File: config.mk
export PLATFORM = sky130hd
export DESIGN_NAME = esst_ctrl
export DESIGN_NICKNAME = d
export VERILOG_FILES = /design/src/hw/rtl/esst_pkg.sv /design/src/hw/rtl/esst_ctrl.sv
export SDC_FILE = /design/constraint.sdc
export NUM_CORES = 1
export LEC_CHECK = 0
export BUFFER_PORTS_ARGS = -buffer_cell sky130_fd_sc_hd__buf_2
export CORE_AREA = 2 2 39 41
export CTS_CLUSTER_SIZE = 16
export DETAILED_ROUTE_END_ITERATION = 16
export DIE_AREA = 0 0 41 43
export PLACE_DENSITY = 0.62
export REMOVE_ABC_BUFFERS = 1
export SLEW_MARGIN = 20
export SYNTH_ARGS = -nofsm -noshare
export SYNTH_HDL_FRONTEND = slang
export SYNTH_SLANG_ARGS = --single-unit
File: constraint.sdc
create_clock -name clk -period 3 [get_ports clk]
set_input_delay 0.45 -clock clk [delete_from_list [all_inputs] [get_ports clk]]
set_output_delay 0.45 -clock clk [all_outputs]
set_load 0.005 [all_outputs]
File: src/hw/rtl/esst_pkg.sv
// ---------------------------------------------------------------------------
// esst_pkg
// Shared types and codes for the exponential search table block: command
// codes, the controller state type, the read address select type and the
// command and status structs that join the controller and the datapath.
// ---------------------------------------------------------------------------
package esst_pkg;

  // Command codes carried by an input item.
  localparam logic CMD_WRITE  = 1'b0;
  localparam logic CMD_SEARCH = 1'b1;

  // Controller states.
  typedef enum logic [2:0] {
    ST_IDLE,
    ST_PROBE0,
    ST_CHECK0,
    ST_EXP_TEST,
    ST_EXP_CHECK,
    ST_BIN_TEST,
    ST_BIN_CHECK,
    ST_DONE
  } state_t;

  // Table read address source.
  typedef enum logic [1:0] {
    ADDR_ZERO,
    ADDR_BOUND,
    ADDR_MID
  } addr_sel_t;

  // Commands from the controller to the datapath.
  typedef struct packed {
    logic      wr_entry;
    logic      load_key;
    addr_sel_t addr_sel;
    logic      init_bound;
    logic      double_bound;
    logic      init_range;
    logic      lo_up;
    logic      hi_down;
    logic      hit_zero;
    logic      hit_mid;
    logic      miss;
    logic      out_load;
  } ctrl_t;

  // Status from the datapath to the controller.
  typedef struct packed {
    logic eq;
    logic lt;
    logic bound_lt_n;
    logic range_empty;
    logic mid_is_lo;
    logic out_busy;
  } status_t;

endpackage

File: src/hw/rtl/esst_ctrl.sv
// ---------------------------------------------------------------------------
// esst_ctrl
// Controller: sequences the first-entry check, the doubling phase and the
// binary search, each probe an address state and a check state, then hands off the result.
// ---------------------------------------------------------------------------
module esst_ctrl (
  input  logic               clk,
  input  logic               rst_n,
  input  logic               in_valid,
  output logic               in_ready,
  input  logic               in_cmd,
  input  esst_pkg::status_t  status,
  output esst_pkg::ctrl_t    ctrl
);
  import esst_pkg::*;

  state_t state_r, state_nxt;
  logic   accept;

  assign in_ready = (state_r == ST_IDLE);
  assign accept   = in_valid && in_ready;

  // Next state.
  always_comb begin
    state_nxt = state_r;
    unique case (state_r)
      ST_IDLE: begin
        if (accept && in_cmd == CMD_SEARCH) state_nxt = ST_PROBE0;
      end
      ST_PROBE0: state_nxt = ST_CHECK0;
      ST_CHECK0: begin
        state_nxt = status.eq ? ST_DONE : ST_EXP_TEST;
      end
      ST_EXP_TEST: begin
        state_nxt = status.bound_lt_n ? ST_EXP_CHECK : ST_BIN_TEST;
      end
      ST_EXP_CHECK: begin
        state_nxt = (status.lt || status.eq) ? ST_EXP_TEST : ST_BIN_TEST;
      end
      ST_BIN_TEST: begin
        state_nxt = status.range_empty ? ST_DONE : ST_BIN_CHECK;
      end
      ST_BIN_CHECK: begin
        priority if (status.eq) begin
          state_nxt = ST_DONE;
        end else if (status.lt) begin
          state_nxt = ST_BIN_TEST;
        end else if (status.mid_is_lo) begin
          state_nxt = ST_DONE;
        end else begin
          state_nxt = ST_BIN_TEST;
        end
      end
      ST_DONE: begin
        if (!status.out_busy) state_nxt = ST_IDLE;
      end
      default: state_nxt = ST_IDLE;
    endcase
  end

  always_ff @(posedge clk) begin
    if (!rst_n) begin
      state_r <= ST_IDLE;
    end else begin
      state_r <= state_nxt;
    end
  end

  // Datapath commands.
  always_comb begin
    ctrl          = '0;
    ctrl.addr_sel = ADDR_ZERO;
    unique case (state_r)
      ST_IDLE: begin
        ctrl.wr_entry = accept && in_cmd == CMD_WRITE;
        ctrl.load_key = accept && in_cmd == CMD_SEARCH;
      end
      ST_PROBE0: ctrl.addr_sel = ADDR_ZERO;
      ST_CHECK0: begin
        ctrl.hit_zero   = status.eq;
        ctrl.init_bound = !status.eq;
      end
      ST_EXP_TEST: begin
        ctrl.addr_sel   = ADDR_BOUND;
        ctrl.init_range = !status.bound_lt_n;
      end
      ST_EXP_CHECK: begin
        ctrl.double_bound = status.lt || status.eq;
        ctrl.init_range   = !(status.lt || status.eq);
      end
      ST_BIN_TEST: begin
        ctrl.addr_sel = ADDR_MID;
        ctrl.miss     = status.range_empty;
      end
      ST_BIN_CHECK: begin
        ctrl.addr_sel = ADDR_MID;
        priority if (status.eq) begin
          ctrl.hit_mid = 1'b1;
        end else if (status.lt) begin
          ctrl.lo_up = 1'b1;
        end else if (status.mid_is_lo) begin
          ctrl.miss = 1'b1;
        end else begin
          ctrl.hi_down = 1'b1;
        end
      end
      ST_DONE: ctrl.out_load = !status.out_busy;
      default: ctrl.addr_sel = ADDR_ZERO;
    endcase
  end

endmodule

==> results list <==
* Arrival time of data at the critical path endpoint: 1.60 ns
- The initial antenna violation count came to 0.
* Sinks on Clock Net: 3
* FF-to-FF path depth: 3
- DRC violation count after routing: 0
* Simple logic cell fraction of the synthesized area: 0.5235
- Maximum vdd ir drop: 177.6 uV
- In this run, CTS created clock tree buffers numbering 3.
* Worst Setup Slack, final: 0.9506 ns
- Post-route core utilization: 0.3562
- The tool flagged a number of max-cap violations equal to 0.
* Post-synth top area share: 0.1733
- Clock-pin slew on the worst setup and hold paths: 0.04 ns
* Count of vias placed by the detailed router: 432
- After the flow finishes, the layout carries non-filler instances totaling 87.
- Largest driver fanout on the critical path: 18
* Final Cycle Share: 0.6831
- Top flip-flop cell by instance count after synthesis: sky130_fd_sc_hd__dfxtp_1
- Final hold viol count: 0
* Remaining global-route overflow: 0
- Netlist area before placement: 346.6 sq um
- Gates resized during post-CTS repair numbered 0.
* Gate Count Post-Synth: 47
* Effective utilization at floorplan: 0.2505
- Sequential cell area fraction in the yosys report: 0.1733
- Counting instances, the worst hold path has a depth of 2.
- After detailed placement, the design holds a cell count of slightly above 80.
- Clock tree skew after final layout: 0.001383 ns
- Share of layout cells above drive strength 1: 0.3803
- Mean post-synth cell area: 7.374 sq um
* Leakage dissipation: 0.2342 nW
- Count of flip-flops with a built-in enable after synthesis: 0
- The floorplan step defined a die boundary enclosing around 1800 sq um.
- Of all cell types, the one taking the most synthesized area is sky130_fd_sc_hd__dfxtp_1.
- The area growth from synthesis to layout is 42.24%.
* CTS hold repair buffers: 0
* Slew @ Worst Pin: 0.5156 ns
- Wire length of the first global-routing pass: 1.331 mm
* Synth Area in XOR/XNOR: 0.02527
* Worst min path class: input pin to flop
- Across all hold checks on the routed design, the worst slack comes to 0.4612 ns.
* F_max: roughly 490 MHz
- Synth Area in Compound Gates: 0.2238
- The register with the most flip-flops in the final layout is state_r.
* HPWL after DPL: 665.5 microns
- In this run the vertical extent of the chip is approximately 43 microns.
- The worst setup path is launched from a flop.
- Number of max-slew violations in the final report: 0
* Number of top-level design ports: 24
* Result of the run: complete, no violations
* Number of different library cells in the post-synthesis netlist: 26
* Cell chosen for the clock root: sky130_fd_sc_hd__clkbuf_4
- The clock passes through at most 2 buffers.
- Entering global routing, the biggest net connects 19 pins.
- At the end of routability-driven placement, the weighted congestion stood at 0.6151.
- After detailed routing, the average wire length per cell comes to a little over 10 microns.
* Avg Vias per Cell: 4.966
* Main area contributors after synthesis: sky130_fd_sc_hd__dfxtp_1 (17%), sky130_fd_sc_hd__nor2_1 (7.6%), sky130_fd_sc_hd__nand3b_1 (6.5%), sky130_fd_sc_hd__nor4b_1 (5.1%), sky130_fd_sc_hd__or3b_1 (5.1%)
* Buffers on Ports: 23
* Minimum clock period: 2.049 ns
* Proportion of synthesized area in mux cells: 0
* Async S/R FF share, synth: 0
- Largest family of logic cells by synthesized area: simple AND/OR/NAND/NOR gates
* Maximum level of the CTS H-tree: 1
* Post-Place Worst Slack: 1.218 ns
- The via count of the first global-routing pass is roughly 330.
- The worst setup path is captured at an output port.
- Setup violations remaining at the end of the flow were counted as 0.
- Data on the critical path is required at its endpoint by 2.55 ns.
- Placement row count: 14
- Post-CTS timing repair inserted 0 buffers for setup.
* Largest registers: state_r: 3 flops
* Power consumption: 216.5 uW
- After the first detailed-routing iteration, the DRC count stood at 1.
- In this run the standard cell core region covers 1384 sq um.
- Across every metal layer, demand over resource in global routing totals 0.1132.
- Setup repair after global routing missed its margin: no
- Worst slew margin: 0.6558
* Die boundary width: 41 microns
- The routed design has 893 microns of wire.
* Most common cell after layout, fill and taps aside: sky130_fd_sc_hd__buf_2
- Number of nets in the layout: between 80 and 90
* Area post-placement: 466.7 sq um
- Aggregate negative setup slack: 0 ns
- The library cells used most frequently in the layout, excluding fill and tap cells, are sky130_fd_sc_hd__buf_2 (23), sky130_fd_sc_hd__nor2_1 (7).
* Iteration count of the initial detailed-routing pass: 2
- The count of nets left with antenna violations once routing finished came out at 0.
* Warnings, synthesis: 0
- Max FFs per register: 3
- Synthesis inferred 3 register bits.
- TritonCTS built the clock tree.
- 0 antenna diodes ended up in the layout.
* Power density over cell area: 439.1 nW/um^2
- The critical path in this run is classified as flop to output port.
- Post-route cell area: approximately 490 sq um
* Synthesized-area fraction occupied by adder cells: 0
* Clock insertion delay at the later pin of the skew report: around 0.23 ns
-- cells in the mapped netlist (2+ instances only) --
cell,instances
sky130_fd_sc_hd__nand2_1,3
sky130_fd_sc_hd__nand2b_1,2
sky130_fd_sc_hd__buf_2,3
sky130_fd_sc_hd__o31ai_1,2
sky130_fd_sc_hd__nor2_1,7
sky130_fd_sc_hd__nor3b_1,2
sky130_fd_sc_hd__dfxtp_1,3
sky130_fd_sc_hd__or3b_1,2
sky130_fd_sc_hd__nand3b_1,3
sky130_fd_sc_hd__o21a_1,2
sky130_fd_sc_hd__nor4b_1,2
sky130_fd_sc_hd__a21boi_0,2
-- critical path, stage by stage (launching register included) --
cell                      delay [ns]
sky130_fd_sc_hd__dfxtp_1        0.63
sky130_fd_sc_hd__or4bb_1        0.52
sky130_fd_sc_hd__o31ai_1        0.07
sky130_fd_sc_hd__buf_2          0.14
-- worst paths after layout --
path / from / slack [ns] / end
worst max-delay path: state_r[1] / 0.95 / ctrl[6]
worst min-delay path: rst_n / 0.46 / state_r[0]
worst min register to register: state_r[2] / 0.71 / state_r[2]
worst max register to register: state_r[1] / 1.57 / state_r[0]
-- power by group --
| group | switching, mW | internal (mW) |
|---|---|---|
| registers | 0.0271 | 0.0469 |
| clock network | 0.0195 | 0.0497 |
| logic | 0.0291 | 0.0441 |
| total | 0.0757 | 0.141 |
-- cells by family after synthesis --
group / Yosys count
flip-flops: 3
AO/OA/AOI/OAI: 10
AND/OR/NAND/NOR: 29
XOR/XNOR: 1
buffers and inverters: 4
-- routing by layer --
layer  share of wire  up-vias  GRT usage
met5               0        -          0
met3           0.083        0    0.04712
met1            0.47      191     0.1182
li1                -      225          -
met4               0        0    0.08000
met2            0.44       16     0.1719
-- area by class of cell --
type	count	area (sq um)
fillers	151	890.9
well taps	16	20.02
repair buffers	23	115.1
flip-flops and latches	3	60.06
clock buffers	4	26.28
inverters	1	3.754
multi-input cells	40	267.8
Note: power is estimated with default switching activity, not from simulation.
